==> src/rtl/core/chm_queue.sv <==
// ----------------------------------------------------------------------------
// chm_queue
// two-entry queue between the front and back parts
// ----------------------------------------------------------------------------
module chm_queue #(
   parameter int WIDTH = 8
) (
   input  logic             clock,
   input  logic             reset,
   input  logic             push,
   input  logic [WIDTH-1:0] push_data,
   output logic             full,
   input  logic             pop,
   output logic             not_empty,
   output logic [WIDTH-1:0] pop_data
);
   logic [WIDTH-1:0] mem_ff [2];
   logic             wr_ff, wr_in;
   logic             rd_ff, rd_in;
   logic [1:0]       fill_ff, fill_in;

   assign full      = (fill_ff == 2'd2);
   assign not_empty = (fill_ff != 2'd0);
   assign pop_data  = mem_ff[rd_ff];

   always_comb begin
      wr_in   = wr_ff ^ push;
      rd_in   = rd_ff ^ pop;
      fill_in = fill_ff + {1'b0, push} - {1'b0, pop};
   end

   always_ff @(posedge clock) begin
      if (reset) begin
         wr_ff   <= 1'b0;
         rd_ff   <= 1'b0;
         fill_ff <= 2'd0;
      end else begin
         wr_ff   <= wr_in;
         rd_ff   <= rd_in;
         fill_ff <= fill_in;
      end
      if (push) begin
         mem_ff[wr_ff] <= push_data;
      end
   end

endmodule

==> config.mk <==
export PLATFORM = sky130hd
export DESIGN_NAME = chm_queue
export DESIGN_NICKNAME = d
export VERILOG_FILES = /design/src/rtl/core/chm_queue.sv
export SDC_FILE = /design/constraint.sdc
export NUM_CORES = 1
export LEC_CHECK = 0
export ABC_AREA = 1
export BUFFER_PORTS_ARGS = -buffer_cell sky130_fd_sc_hd__buf_2
export CAP_MARGIN = 5
export CORE_UTILIZATION = 39
export DETAILED_ROUTE_END_ITERATION = 7
export GPL_ROUTABILITY_DRIVEN = 0
export GPL_TIMING_DRIVEN = 0
export PLACE_DENSITY = 0.7
export SETUP_SLACK_MARGIN = 0.2
export SYNTH_ARGS = -nofsm -noshare
export SYNTH_HDL_FRONTEND = slang
export SYNTH_SLANG_ARGS = --single-unit
export TNS_END_PERCENT = 20
==> constraint.sdc <==
create_clock -name clock -period 1.55 [get_ports clock]
set_clock_uncertainty 0.15 [all_clocks]
set_input_delay 0.0775 -clock clock [delete_from_list [all_inputs] [get_ports clock]]
set_output_delay 0.0775 -clock clock [all_outputs]
set_load 0.005 [all_outputs]
==> key figures <==
Status
  • Status: finished, final reports clean

Worst setup path
  • Cells on worst reg2reg path: 7
  • Setup crit end kind: output port
  • Slowest cell on the critical path: dfxtp_2
  • RR Startpoint: fill_ff[0]$_SDFF_PP0_
  • Cell mode on critical path: buf_6
  • CP arrival: 1210 ps
  • Peak per-stage delay on the critical path: 360 ps
  • CP Max Fanout: 5
  • Required @ worst endpoint: 1320 ps
  • Crit start category: flop
  • Reg-to-reg setup timing slack: 150 ps
  • Worst-path cell chain: buf_6 -> mux2_4 -> buf_6
  • CP Class: flop to output port
  • RR Endpoint: fill_ff[1]$_SDFF_PP0_

Yosys
  • Largest family of logic cells by synthesized area: multiplexers
  • Yosys top cell by area: edfxtp_1
  • Share of the synthesized area in the top cell type: 58.5%
  • Mapped Avg Cell Area: 15.8 um2
  • Cells after synthesis: 52
  • Most common cell in the netlist: edfxtp_1
  • Ys Warns: 0
  • Fraction of synthesized area in multiplexers: 14.6%
  • Synth Area in Simple Gates: 4.73%
  • Top cells by area, synth: edfxtp_1, mux2_4, dfxtp_1
  • Asr flop ratio synth: 0%
  • Synthesized area: 821 um2
  • EDFF count, synth: 16
  • Seq/Total Area, Yosys: 68.3%
  • Post-Syn Nets: 68
  • Main synth FF type: edfxtp_1
  • Synth Area in XOR/XNOR: 1.07%
  • Synthesized-area fraction occupied by adder cells: 6.10%
  • Yosys cell types: 11
  • Synth Area in Compound Gates: 0.610%
  • #FFs+latches synth: 20
  • Top post-synthesis cells by count: edfxtp_1, mux2_4, inv_1, nor2_1

Die
  • # rows: 16
  • Full die area: 0.00229 mm2
  • # IOs: 22
  • Die Wd: 47.9 um
  • Initial core utilization: 41.8%
  • Die H: 47.9 um
  • Core footprint: 0.00196 mm2

Finish
  • Layout cell share with drive strength beyond 1: 45.6%
  • N_diodes: 0
  • Final Net Count: 107
  • P&R area growth vs syn: 42.7%

CTS
  • CTS Buffer Depth: 2
  • Clock slew at reported path FFs: 110 ps
  • Clock sink count: 20
  • Num CTS Buffers: 3
  • H-Tree Level Count: 1
  • TritonCTS clock tree: yes
  • Root buf cell: clkbuf_4
  • Clock Latency Late Sink: 300 ps

Power and ir drop
  • Seq pwr share: 49.5%
  • Switching share of power: 20.6%
  • Clk pwr share: 32.7%
  • Power Dens Cells: 1100 mW/mm2
  • Net Sw Power: 0.000265 W
  • Combinational power share: 17.8%
  • Leak pwr: 0.510 nW
  • Int Power: 0.00102 W
  • Worst vdd ir: 631 uV

Global route
  • GRT overflow: 0
  • All-Layer GR Usage: 11.2%
  • M2 GR Usage: 18.1%
  • Gr busiest metal: met2
  • Met3 usage: 3.77%
  • Vias in the first global route: 409
  • Initial antenna violation count: 0
  • First-pass GRT wire length: 1.66 mm
  • Largest net degree at the start of global routing: 13
  • Met1 Use GR: 13.5%

Timing
  • Max transition margin: 73.2%
  • Final hold vios: 0
  • Final-report max-slew violation count: 0
  • Fin crit share: 92.8%
  • Worst Max-Slew Pin Slew: 401 ps
  • Fmax: 0.695 GHz
  • Final setup viols: 0
  • Crit path time final: 1440 ps
  • Hold WS: 70.6 ps
  • Fin Setup TNS: 0 ps
  • RSZ-0062 raised after global routing: yes

Detailed routing
  • Total Routed Length: 1.23 mm
  • Vias per inst: 4.26
  • Avg WL per Cell: 10.5 um
  • Via count: 498
  • Post-route ant nets: 0
  • DRT iter0 DRCs: 3
  • DR pass1 iterations: 4
  • Drt drc: 0

Hold path
  • Hold Crit Depth: 4
  • Worst hold-check path type: input pin to flop
  • Hold_sp: pop
  • Worst hold endpoint: fill_ff[1]$_SDFF_PP0_

Placed design
  • DP HPWL: 793 um
  • PortBufs: 21

Flow run
  • Number of max-cap violations: 0
[cell families after synthesis]
family / after synthesis
DFF: 20
muxes: 8
and+or+nand+nor: 10
xor gates and xnor gates: 1
buffers and inverters: 8
adders and majority gates: 4
AOI/OAI and AO/OA: 1
[worst max path at each step]
stage	from	to	slack, ps
finish	rd_ff$_SDFF_PP0_	pop_data[2]	110
global route	rd_ff$_SDFF_PP0_	pop_data[3]	70
CTS	rd_ff$_SDFF_PP0_	pop_data[3]	100
detailed placement	fill_ff[0]$_SDFF_PP0_	fill_ff[1]$_SDFF_PP0_	130
global placement	fill_ff[0]$_SDFF_PP0_	fill_ff[1]$_SDFF_PP0_	190
floorplan	fill_ff[0]$_SDFF_PP0_	fill_ff[1]$_SDFF_PP0_	210
[stage by stage]
stage | cells | area (um2) | total power, W | util [%] | worst slack, ps
3_3_place_gp | 100 | 960 | 0.000820 | 48.9 | 189
2_1_floorplan | 52 | 821 | 0.000760 | - | 212
6_report | 117 | 1170 | 0.00128 | 59.7 | 112
4_1_cts | 117 | 1150 | 0.00128 | 58.9 | 102
5_1_grt | 117 | 1170 | 0.00133 | 59.7 | 65.1
3_5_place_dp | 100 | 960 | 0.000827 | 48.9 | 130
[metal layers]
metal  up-vias  share of wire (%)
li1        254                  -
met1       222                 45
met2        19                 47
met3         3                5.9
met4         0                1.5
met5         -                  0
[sequential cells by signal, indices dropped and copies added, names as in the netlist]
register  count
fill_ff       2
mem_ff       16
rd_ff         1
wr_ff         1
[timing repair]
action | 4_1_cts | 5_1_grt
setup buffers | 1 | 0
gates cloned | 1 | 0
gates resized for setup | 5 | 5
setup endpoints to repair | 9 | 9
endpoints found under the hold margin | 20 | 0
hold buffers | 11 | 0
[layout make-up]
cell class              count  area (um2)
multi-input cells          24         231
plain buffers               1        11.3
well taps                  27        33.8
fillers                   165         791
flip-flops and latches     20         563
inverters                   7        26.3
clock buffers               3        22.5
clock inverters             1        30.0
repair buffers             34         253
[power groups by stage]
stage               clock network, W  logic (W)  registers [W]
finish                      0.000420   0.000228       0.000636
global route                0.000438   0.000255       0.000639
CTS                         0.000421   0.000220       0.000636
detailed placement                 0   0.000182       0.000645
global placement                   0   0.000176       0.000644
floorplan                          0   0.000117       0.000643
[placed cells by master (no fill, tap or decap)]
cell / n
a21oi_2: 1
buf_4: 1
buf_6: 5
dfxtp_1: 2
bufinv_16: 1
clkbuf_4: 3
buf_2: 18
inv_1: 7
dlygate4sd3_1: 11
nand2_1: 3
dfxtp_2: 2
nor2_1: 5
mux2_4: 8
edfxtp_1: 16
nand2_2: 1
xnor2_1: 1
ha_1: 3
ha_2: 1
nand3_1: 1
[critical path: cells and delay by family (launching register included)]
family   cells  cell delay (ps)
buf+inv      2              240
mux          1              300
flops        1              360
Power figures use the tool's default switching activity.
