### config.mk
export PLATFORM = sky130hd
export DESIGN_NAME = chm_front
export DESIGN_NICKNAME = d
export VERILOG_FILES = /design/src/rtl/core/chm_pkg.sv /design/src/rtl/core/chm_front.sv
export SDC_FILE = /design/constraint.sdc
export NUM_CORES = 1
export LEC_CHECK = 0
export BUFFER_PORTS_ARGS = -buffer_cell sky130_fd_sc_hd__buf_4
export CAP_MARGIN = 0
export CELL_PAD_IN_SITES_DETAIL_PLACEMENT = 0
export CELL_PAD_IN_SITES_GLOBAL_PLACEMENT = 1
export CORE_MARGIN = 3
export CORE_UTILIZATION = 43
export DETAILED_ROUTE_END_ITERATION = 8
export PLACE_DENSITY = 0.84
export SYNTH_ARGS = -nofsm -noshare
export SYNTH_HDL_FRONTEND = slang
export SYNTH_SLANG_ARGS = --single-unit
### constraint.sdc
create_clock -name clock -period 6.2 [get_ports clock]
set_input_delay 0.62 -clock clock [delete_from_list [all_inputs] [get_ports clock]]
set_output_delay 0.62 -clock clock [all_outputs]
set_load 0.05 [all_outputs]
### src/rtl/core/chm_pkg.sv
// ----------------------------------------------------------------------------
// chm_pkg
// shared types and constants of the chained hash map core
// ----------------------------------------------------------------------------
package chm_pkg;

   localparam int KEY_BITS   = 32;
   localparam int VALUE_BITS = 32;
   localparam int CFG_BITS   = 9;
   localparam int COUNT_BITS = 11;

   typedef enum logic [1:0] {
      OP_SET    = 2'd0,
      OP_LOOKUP = 2'd1,
      OP_REMOVE = 2'd2,
      OP_CLEAR  = 2'd3
   } op_type;

   typedef enum logic [2:0] {
      ST_UPDATED   = 3'd0,
      ST_INSERTED  = 3'd1,
      ST_NOT_FOUND = 3'd2,
      ST_POOL_FULL = 3'd3,
      ST_DONE      = 3'd4
   } status_type;

   typedef struct packed {
      op_type                  opcode;
      logic [KEY_BITS-1:0]     key;
      logic [VALUE_BITS-1:0]   value;
   } req_type;

   typedef struct packed {
      logic                    found;
      logic [VALUE_BITS-1:0]   read_value;
      logic [KEY_BITS-1:0]     stored_key;
      status_type              status;
      logic [COUNT_BITS-1:0]   entry_count;
   } rsp_type;

   typedef enum logic [2:0] {
      BK_IDLE,
      BK_HEAD,
      BK_ISSUE,
      BK_CMP,
      BK_POP
   } back_state_type;

endpackage

### src/rtl/core/chm_front.sv
// ----------------------------------------------------------------------------
// chm_front
// accepts transactions and computes the bucket with a serial remainder unit
// ----------------------------------------------------------------------------
module chm_front #(
   parameter int MAX_BUCKETS = 256
) (
   input  logic                              clock,
   input  logic                              reset,
   input  logic [chm_pkg::CFG_BITS-1:0]      bucket_count,
   input  logic                              req_valid,
   output logic                              req_stall,
   input  chm_pkg::req_type                  req_payload,
   output logic                              q_push,
   input  logic                              q_full,
   output chm_pkg::req_type                  q_work,
   output logic [$clog2(MAX_BUCKETS)-1:0]    q_bucket
);
   localparam int BW   = $clog2(MAX_BUCKETS);
   localparam int NW   = $clog2(MAX_BUCKETS + 1);
   localparam int DW   = (NW > chm_pkg::CFG_BITS) ? NW : chm_pkg::CFG_BITS;
   localparam int DVW  = chm_pkg::KEY_BITS - 2;
   localparam int CNTW = $clog2(DVW + 1);

   logic                busy_ff, busy_in;
   logic [CNTW-1:0]     cnt_ff, cnt_in;
   logic [DW-1:0]       rem_ff, rem_in;
   logic [DW-1:0]       div_ff, div_in;
   logic [DVW-1:0]      dvd_ff, dvd_in;
   chm_pkg::req_type    item_ff, item_in;
   logic [DW-1:0]       cfg_ext;
   logic [DW-1:0]       n_eff;
   logic [DW:0]         trial;
   logic                accept;

   assign cfg_ext   = DW'(bucket_count);
   assign n_eff     = (cfg_ext == '0 || cfg_ext > DW'(MAX_BUCKETS)) ? DW'(MAX_BUCKETS)
                                                                     : cfg_ext;
   assign req_stall = busy_ff;
   assign accept    = req_valid && !busy_ff;
   assign trial     = {rem_ff, dvd_ff[DVW-1]};
   assign q_push    = busy_ff && (cnt_ff == '0) && !q_full;
   assign q_work    = item_ff;
   assign q_bucket  = rem_ff[BW-1:0];

   always_comb begin
      busy_in = busy_ff;
      cnt_in  = cnt_ff;
      rem_in  = rem_ff;
      div_in  = div_ff;
      dvd_in  = dvd_ff;
      item_in = item_ff;
      if (accept) begin
         busy_in = 1'b1;
         cnt_in  = CNTW'(DVW);
         rem_in  = '0;
         div_in  = n_eff;
         dvd_in  = req_payload.key[chm_pkg::KEY_BITS-1:2];
         item_in = req_payload;
      end else if (busy_ff && cnt_ff != '0) begin
         cnt_in = cnt_ff - 1'b1;
         dvd_in = dvd_ff << 1;
         if (trial >= {1'b0, div_ff}) begin
            rem_in = DW'(trial - {1'b0, div_ff});
         end else begin
            rem_in = trial[DW-1:0];
         end
      end else if (q_push) begin
         busy_in = 1'b0;
      end
   end

   always_ff @(posedge clock) begin
      if (reset) begin
         busy_ff <= 1'b0;
      end else begin
         busy_ff <= busy_in;
      end
      cnt_ff  <= cnt_in;
      rem_ff  <= rem_in;
      div_ff  <= div_in;
      dvd_ff  <= dvd_in;
      item_ff <= item_in;
   end

endmodule

==> results of run 1 <==
==> area by class of cell <==
class                   count  area (µm²)
inverters                  15        58.8
clock buffers              17         414
multi-input cells         205        1180
fillers                   846        3990
flip-flops and latches    120        3450
repair buffers            155        1160
clock inverters            14         174
well taps                 136         170
==> sequential cells by signal, indices dropped and copies added, names as in the netlist <==
name / flops
cnt_ff: 5
div_ff: 9
dvd_ff: 30
q_work: 66
rem_ff: 9
req_stall: 1
==> cell usage in the layout, fill, tap and decap left out, types with 2 or more instances in the layout <==
| master | instances |
|---|---|
| o31ai_1 | 3 |
| nand2b_1 | 2 |
| nor2b_1 | 12 |
| a21oi_1 | 6 |
| bufinv_16 | 3 |
| clkinv_4 | 2 |
| clkbuf_16 | 16 |
| xor2_1 | 4 |
| o21ai_1 | 9 |
| ha_1 | 11 |
| nand2_1 | 96 |
| o21ai_0 | 3 |
| xnor2_1 | 2 |
| dfxtp_1 | 15 |
| nor2_1 | 9 |
| clkinv_2 | 2 |
| and3_1 | 2 |
| buf_4 | 155 |
| and2_1 | 2 |
| inv_1 | 13 |
| mux2i_1 | 6 |
| a21oi_2 | 2 |
| clkinvlp_4 | 4 |
| edfxtp_1 | 105 |
| inv_6 | 3 |
| nor4_1 | 4 |
| nand3_1 | 9 |
==> kinds of logic after synthesis <==
| logic type | count (synthesis) | share of synthesized area |
|---|---|---|
| and+or+nand+nor | 146 | 0.140 |
| DFF | 120 | 0.719 |
| AOI/OAI and AO/OA | 34 | 0.0469 |
| buffers and inverters | 33 | 0.0354 |
| adders and majority gates | 12 | 0.0328 |
| muxes | 7 | 0.0149 |
| xor gates and xnor gates | 6 | 0.0109 |
==> power by group through the flow <==
stage	clock, mW	combinational, mW	sequential (mW)
CTS	0.980	0.570	1.02
global placement	0	0.557	1.03
finish	0.961	0.569	1.01
detailed placement	0	0.568	1.03
global route	1.02	0.613	1.02
floorplan	0	0.356	1.10
==> per-layer routing <==
| layer | vias to the layer above | global-route usage | share of wire |
|---|---|---|---|
| li1 | 1579 | - | - |
| met1 | 1565 | 0.191 | 0.40 |
| met2 | 96 | 0.282 | 0.52 |
| met3 | 21 | 0.0614 | 0.052 |
| met4 | 0 | 0.0714 | 0.026 |
| met5 | - | 0 | 0 |
==> worst paths after layout <==
kind,from,to,cells after the start
worst min register to register,cnt_ff[0]$_SDFFE_PP0N_,cnt_ff[0]$_SDFFE_PP0N_,1
worst max-delay path,cnt_ff[0]$_SDFFE_PP0N_,q_push,5
worst max register to register,req_stall$_SDFFE_PP0P_,q_work[10]$_DFFE_PP_,3
worst min-delay path,reset,req_stall$_SDFFE_PP0P_,2
==> metrics.md, run 1 <==
| Metric | Value |
|---|---|
| Vias per cell | 4.93 |
| Synth Area per Inst | 13.4 µm² |
| Clk root buf | clkbuf_8 |
| Most common cell in the synthesized netlist | edfxtp_1 |
| Async SR Flop Fraction | 0 |
| Post-Syn Area | 4800 µm² |
| Gate power share | 0.224 |
| Global-route wire length before repair | 16300 µm |
| Synth unique cells | 48 |
| Crit path max-delay cell type | or4b_4 |
| Initial Util | 0.453 |
| Design area | 6610 µm² |
| Placed Cells incl. Taps | 631 |
| TritonCTS Buffers | 17 |
| Setup Slack @ Placement | 3.32 ns |
| Max Fclk | 371 MHz |
| Setup bufs post-CTS | 0 |
| Max clock buf depth | 2 |
| Post-DP HPWL | 7500 µm |
| # IOs | 155 |
| Worst-margin pin slew | 0.747 ns |
| Fin crit share | 0.434 |
| CTS resizes | 0 |
| Relative slew margins | 0.502 |
| Routed vias | 3261 |
| Clock power share | 0.378 |
| Peak VDD IR | 0.000230 V |
| Nets | 605 |
| Overall power | 2.54 mW |
| Antenna Cells | 0 |
| CTS tree | built |
| Clock Skew | 0.00596 ns |
| Post-synth top cells | 105 x edfxtp_1, 96 x nand2_1, 15 x dfxtp_1 |
| Die Footprint | 12500 µm² |
| DP Area | 6030 µm² |
| CP max FO | 4 |
| #FFs+latches synth | 120 |
| Critical path launch point type | flop |
| Worst skew pair latency | 0.51 ns |
| R2r setup slk | 3.58 ns |
| # hold bufs at CTS | 0 |
| Syn. warnings | 0 |
| Yosys top cell area share | 0.657 |
| # rows | 37 |
| Clock Pin Slew Worst Setup and Hold Paths | 0.06 ns |
| Pint | 1.79 mW |
| Crit path DAT | 2.07 ns |
| Final GP Congestion | 0.816 |
| GRT overflow | 0 |
| Fin crit period | 2.69 ns |
| CP Cell Sequence | inv_1 > ha_1 > or4b_4 > nor3b_1 > buf_4 |
| Drt first-iter violations | 165 |
| Post-synth top area cell | edfxtp_1 |
| Slowest Stage Delay on Critical Path | 0.48 ns |
| Worst Hold Class | in -> reg |
| CTS sink count | 120 |
| Power Density | 385 nW/µm² |
| Initial antenna violation count | 0 |
| Final setup margin | 3.51 ns |
| Final Hold Viols | 0 |
| Fin Setup TNS | 0 ns |
| Mapped Cells | 358 |
| Leak | 2.83 nW |
| Slew Limit Fails | 0 |
| Final core occ | 0.624 |
| Port Buffers | 154 |
| Sw frac | 0.296 |
| H-Tree Depth | 4 |
| Status | complete, no violations |
| Vias in the first global route | 3334 |
| Layout cells sized above 1 | 0.375 |
| Switch Pwr | 754 µW |
| Setup violations, final | 0 |
| CP delay by family, top | simple AND/OR/NAND/NOR gates |
| Main area contributors after synthesis | edfxtp_1 66%, nand2_1 7.5%, dfxtp_1 6.3% |
| Syn Nets | 449 |
| MaxCap Viol Count | 0 |
| DRT antenna net count | 0 |
| Sequential area share after synthesis | 0.719 |
| Non-Filler Instances | 662 |
| Worst hold slack | 0.275 ns |
| Req. time, crit path | 5.58 ns |
| Die H | 112 µm |
| Drt pass-1 iters | 4 |
| Detailed Route WL | 10300 µm |
| Worst Path Class, Setup | reg -> out |
| GRT Util Overall | 0.167 |
| Area grow syn2layout | 37.8% |
| Kind of end point of the critical path | primary output |
| Largest net degree at the start of global routing | 57 |
| DRC viols | 0 |
| Die Wd | 112 µm |
| WL per Instance | 15.6 µm |
| Core box area | 10600 µm² |
| Seq pwr share | 0.398 |
| Synth Flop Type | edfxtp_1 |
| Number of synthesized flops with an enable pin | 105 |
| Buf+Inv Stages, Crit Path | 2 |
| RSZ-0062 raised after global routing | false |
Power figures use the tool's default switching activity.
==> run 2, diff against run 1 <==
--- a/config.mk
+++ b/config.mk
@@ -10,9 +10,9 @@
 export CELL_PAD_IN_SITES_DETAIL_PLACEMENT = 0
 export CELL_PAD_IN_SITES_GLOBAL_PLACEMENT = 1
 export CORE_MARGIN = 3
-export CORE_UTILIZATION = 43
+export CORE_UTILIZATION = 36
 export DETAILED_ROUTE_END_ITERATION = 8
-export PLACE_DENSITY = 0.84
+export PLACE_DENSITY = 0.75
 export SYNTH_ARGS = -nofsm -noshare
 export SYNTH_HDL_FRONTEND = slang
 export SYNTH_SLANG_ARGS = --single-unit
==> constraint.sdc (replaced) <==
create_clock -name clock -period 2.4 [get_ports clock]
set_input_delay 0.24 -clock clock [delete_from_list [all_inputs] [get_ports clock]]
set_output_delay 0.24 -clock clock [all_outputs]
set_load 0.05 [all_outputs]
==> metrics.md, run 2 (synthesized netlist as in run 1, its figures left out) <==
| Metric | Value |
|---|---|
| Status | complete, no violations (unchanged) |
| Fill cells | 1099 (was 846) |
| Worst hold slack | 0.0214 ns (was 0.275 ns) |
| Vias per cell | 4.51 (was 4.93) |
| RSZ-0062 raised after global routing | false (unchanged) |
| RR Endpoint | rem_ff[6]$_SDFFE_PP0N_ (was q_work[10]$_DFFE_PP_) |
| CP startpoint | dvd_ff[29]$_DFFE_PP_ (was cnt_ff[0]$_SDFFE_PP0N_) |
| Reg area | 3450 µm² (unchanged) |
| R2r setup slk | 0.25 ns (was 3.58 ns) |
| Area of the multi-input gates | 1190 µm² (was 1180 µm²) |
| Worst Hold Class | in -> reg (unchanged) |
| Relative slew margins | 0.570 (was 0.502) |
| Setup violations, final | 0 (unchanged) |
| Die H | 121 µm (was 112 µm) |
| Largest net degree at the start of global routing | 107 (was 57) |
| Global-route wire length before repair | 16900 µm (was 16300 µm) |
| Initial antenna violation count | 0 (unchanged) |
| Slew Limit Fails | 0 (unchanged) |
| Power Density | 912 nW/µm² (was 385 nW/µm²) |
| DRC viols | 0 (unchanged) |
| Final Hold Viols | 0 (unchanged) |
| Kind of end point of the critical path | flop (was primary output) |
| CP max FO | 9 (was 4) |
| Leak | 3.02 nW (was 2.83 nW) |
| Worst skew pair latency | 0.41 ns (was 0.51 ns) |
| Antenna Cells | 0 (unchanged) |
| FF-to-FF path depth | 10 (was 3) |
| WL per Instance | 14.9 µm (was 15.6 µm) |
| Clock Pin Slew Worst Setup and Hold Paths | 0.05 ns (was 0.06 ns) |
| Core box area | 12800 µm² (was 10600 µm²) |
| Routed vias | 3378 (was 3261) |
| H-Tree Depth | 4 (unchanged) |
| Initial Util | 0.374 (was 0.453) |
| Nets | 655 (was 605) |
| Post-DP HPWL | 7480 µm (was 7500 µm) |
| Layout cells sized above 1 | 0.343 (was 0.375) |
| Clk root buf | clkbuf_16 (was clkbuf_8) |
| Drt pass-1 iters | 4 (unchanged) |
| Crit path DAT | 2.43 ns (was 2.07 ns) |
| Most common cell after layout, fill and taps aside | buf_4 (unchanged) |
| Die Wd | 121 µm (was 112 µm) |
| TritonCTS Buffers | 17 (unchanged) |
| Final GP Congestion | 0.817 (was 0.816) |
| Vias in the first global route | 3313 (was 3334) |
| Peak VDD IR | 0.000438 V (was 0.000230 V) |
| Port Buffers | 154 (unchanged) |
| # rows | 41 (was 37) |
| Worst-margin pin slew | 0.643 ns (was 0.747 ns) |
| Fin crit share | 0.895 |
| Fin crit period | 2.15 ns |
| CTS tree | built (unchanged) |
| GRT Util Overall | 0.150 (was 0.167) |
| Most frequent cells in the layout | 159 x buf_4, 105 x edfxtp_1, 96 x nand2_1 (was 155 x buf_4, 105 x edfxtp_1, 96 x nand2_1) |
| Area grow syn2layout | 48.0% (was 37.8%) |
| Max Fclk | 465 MHz |
| DRT antenna net count | 0 (unchanged) |
| Req. time, crit path | 2.68 ns (was 5.58 ns) |
| CTS sink count | 120 (unchanged) |
| Detailed Route WL | 11200 µm (was 10300 µm) |
| Critical Path Sink | rem_ff[6]$_SDFFE_PP0N_ (was q_push) |
| Worst Path Class, Setup | reg -> reg (was reg -> out) |
| Reg-to-Reg Start | dvd_ff[29]$_DFFE_PP_ (was req_stall$_SDFFE_PP0P_) |
| MaxCap Viol Count | 0 (unchanged) |
| Drt first-iter violations | 154 (was 165) |
| Clock Skew | 0.00471 ns (was 0.00596 ns) |
| Max clock buf depth | 2 (unchanged) |
| Number of flip-flops under the largest register name | 66 (unchanged) |
| Die Footprint | 14800 µm² (was 12500 µm²) |
| # IOs | 155 (unchanged) |
| Fin Setup TNS | 0 ns (unchanged) |
| Critical path launch point type | flop (unchanged) |
| GRT overflow | 0 (unchanged) |
-- run 2: cell count changes in the layout (fill, tap and decap cells not counted), sizes merged --
cell         before  now
dlygate4sd3       0   44
buf             155  161
clkbuf           17   21
clkinv            4    7
inv              18   15
bufinv            3    1
clkinvlp          4    3
-- run 2: layout make-up --
| class | instances | share of cell area |
|---|---|---|
| Clock buffer | 21 | 0.0620 |
| Timing Repair Buffer | 205 | 0.234 |
| Sequential cell | 120 | 0.486 |
| Inverter | 15 | 0.00828 |
| Clock inverter | 11 | 0.0116 |
| Multi-Input combinational cell | 205 | 0.167 |
| Tap cell | 172 | 0.0303 |
-- run 2: power breakdown --
part           internal (mW)  switching [mW]  leakage [nW]  total (mW)
Combinational          0.640           0.961          1.63        1.60
Clock                   1.40           0.853         0.247        2.25
Sequential              2.51           0.114          1.14        2.62
Total                   4.55            1.93          3.02        6.48
-- run 2: worst min path at each step --
stage                          startpoint                      to  slack [ns]  cells after the start
after floorplan                     reset  req_stall$_SDFFE_PP0P_        0.32                      1
after global placement              reset  req_stall$_SDFFE_PP0P_        0.41                      2
after detailed placement            reset  req_stall$_SDFFE_PP0P_        0.41                      2
after CTS                 req_payload[51]    q_work[51]$_DFFE_PP_      0.0003                      1
after global routing      req_payload[47]    q_work[47]$_DFFE_PP_     0.00007                      1
final                     req_payload[51]    q_work[51]$_DFFE_PP_        0.02                      1
-- run 2: what timing repair did --
action	in CTS	in global routing
resized for setup	0	2
hold buffers	39	5
setup buffers	0	2
endpoints found under the setup margin	0	3
hold endpoints to repair	39	5
-- run 2: through the flow --
stage | instances | util | instance area (µm²) | setup WS (ns) | total power, mW
floorplan | 358 | - | 4810 | 0.318 | 3.77
global route | 749 | 0.554 | 7100 | 0.0114 | 6.78
CTS | 742 | 0.548 | 7030 | 0.189 | 6.49
detailed placement | 671 | 0.477 | 6120 | 0.209 | 4.17
finish | 749 | 0.554 | 7100 | 0.252 | 6.48
global placement | 671 | 0.477 | 6120 | 0.248 | 4.14
-- run 2: worst max-delay path, cell delays in order, from the launching register on --
cell and delay, ns:
edfxtp_1 0.35, inv_1 0.07, ha_1 0.15, inv_1 0.05
fa_2 0.35, a211oi_2 0.30, o211ai_1 0.14, a21oi_2 0.20
buf_6 0.16, mux2i_1 0.18, o21ai_1 0.07
-- run 2: routing by layer --
layer,global-route usage,wire [µm],part of all wire
met1,0.181,4570,0.41
met2,0.247,5890,0.53
met3,0.0480,475,0.043
met4,0.0686,210,0.019
met5,0,0,0
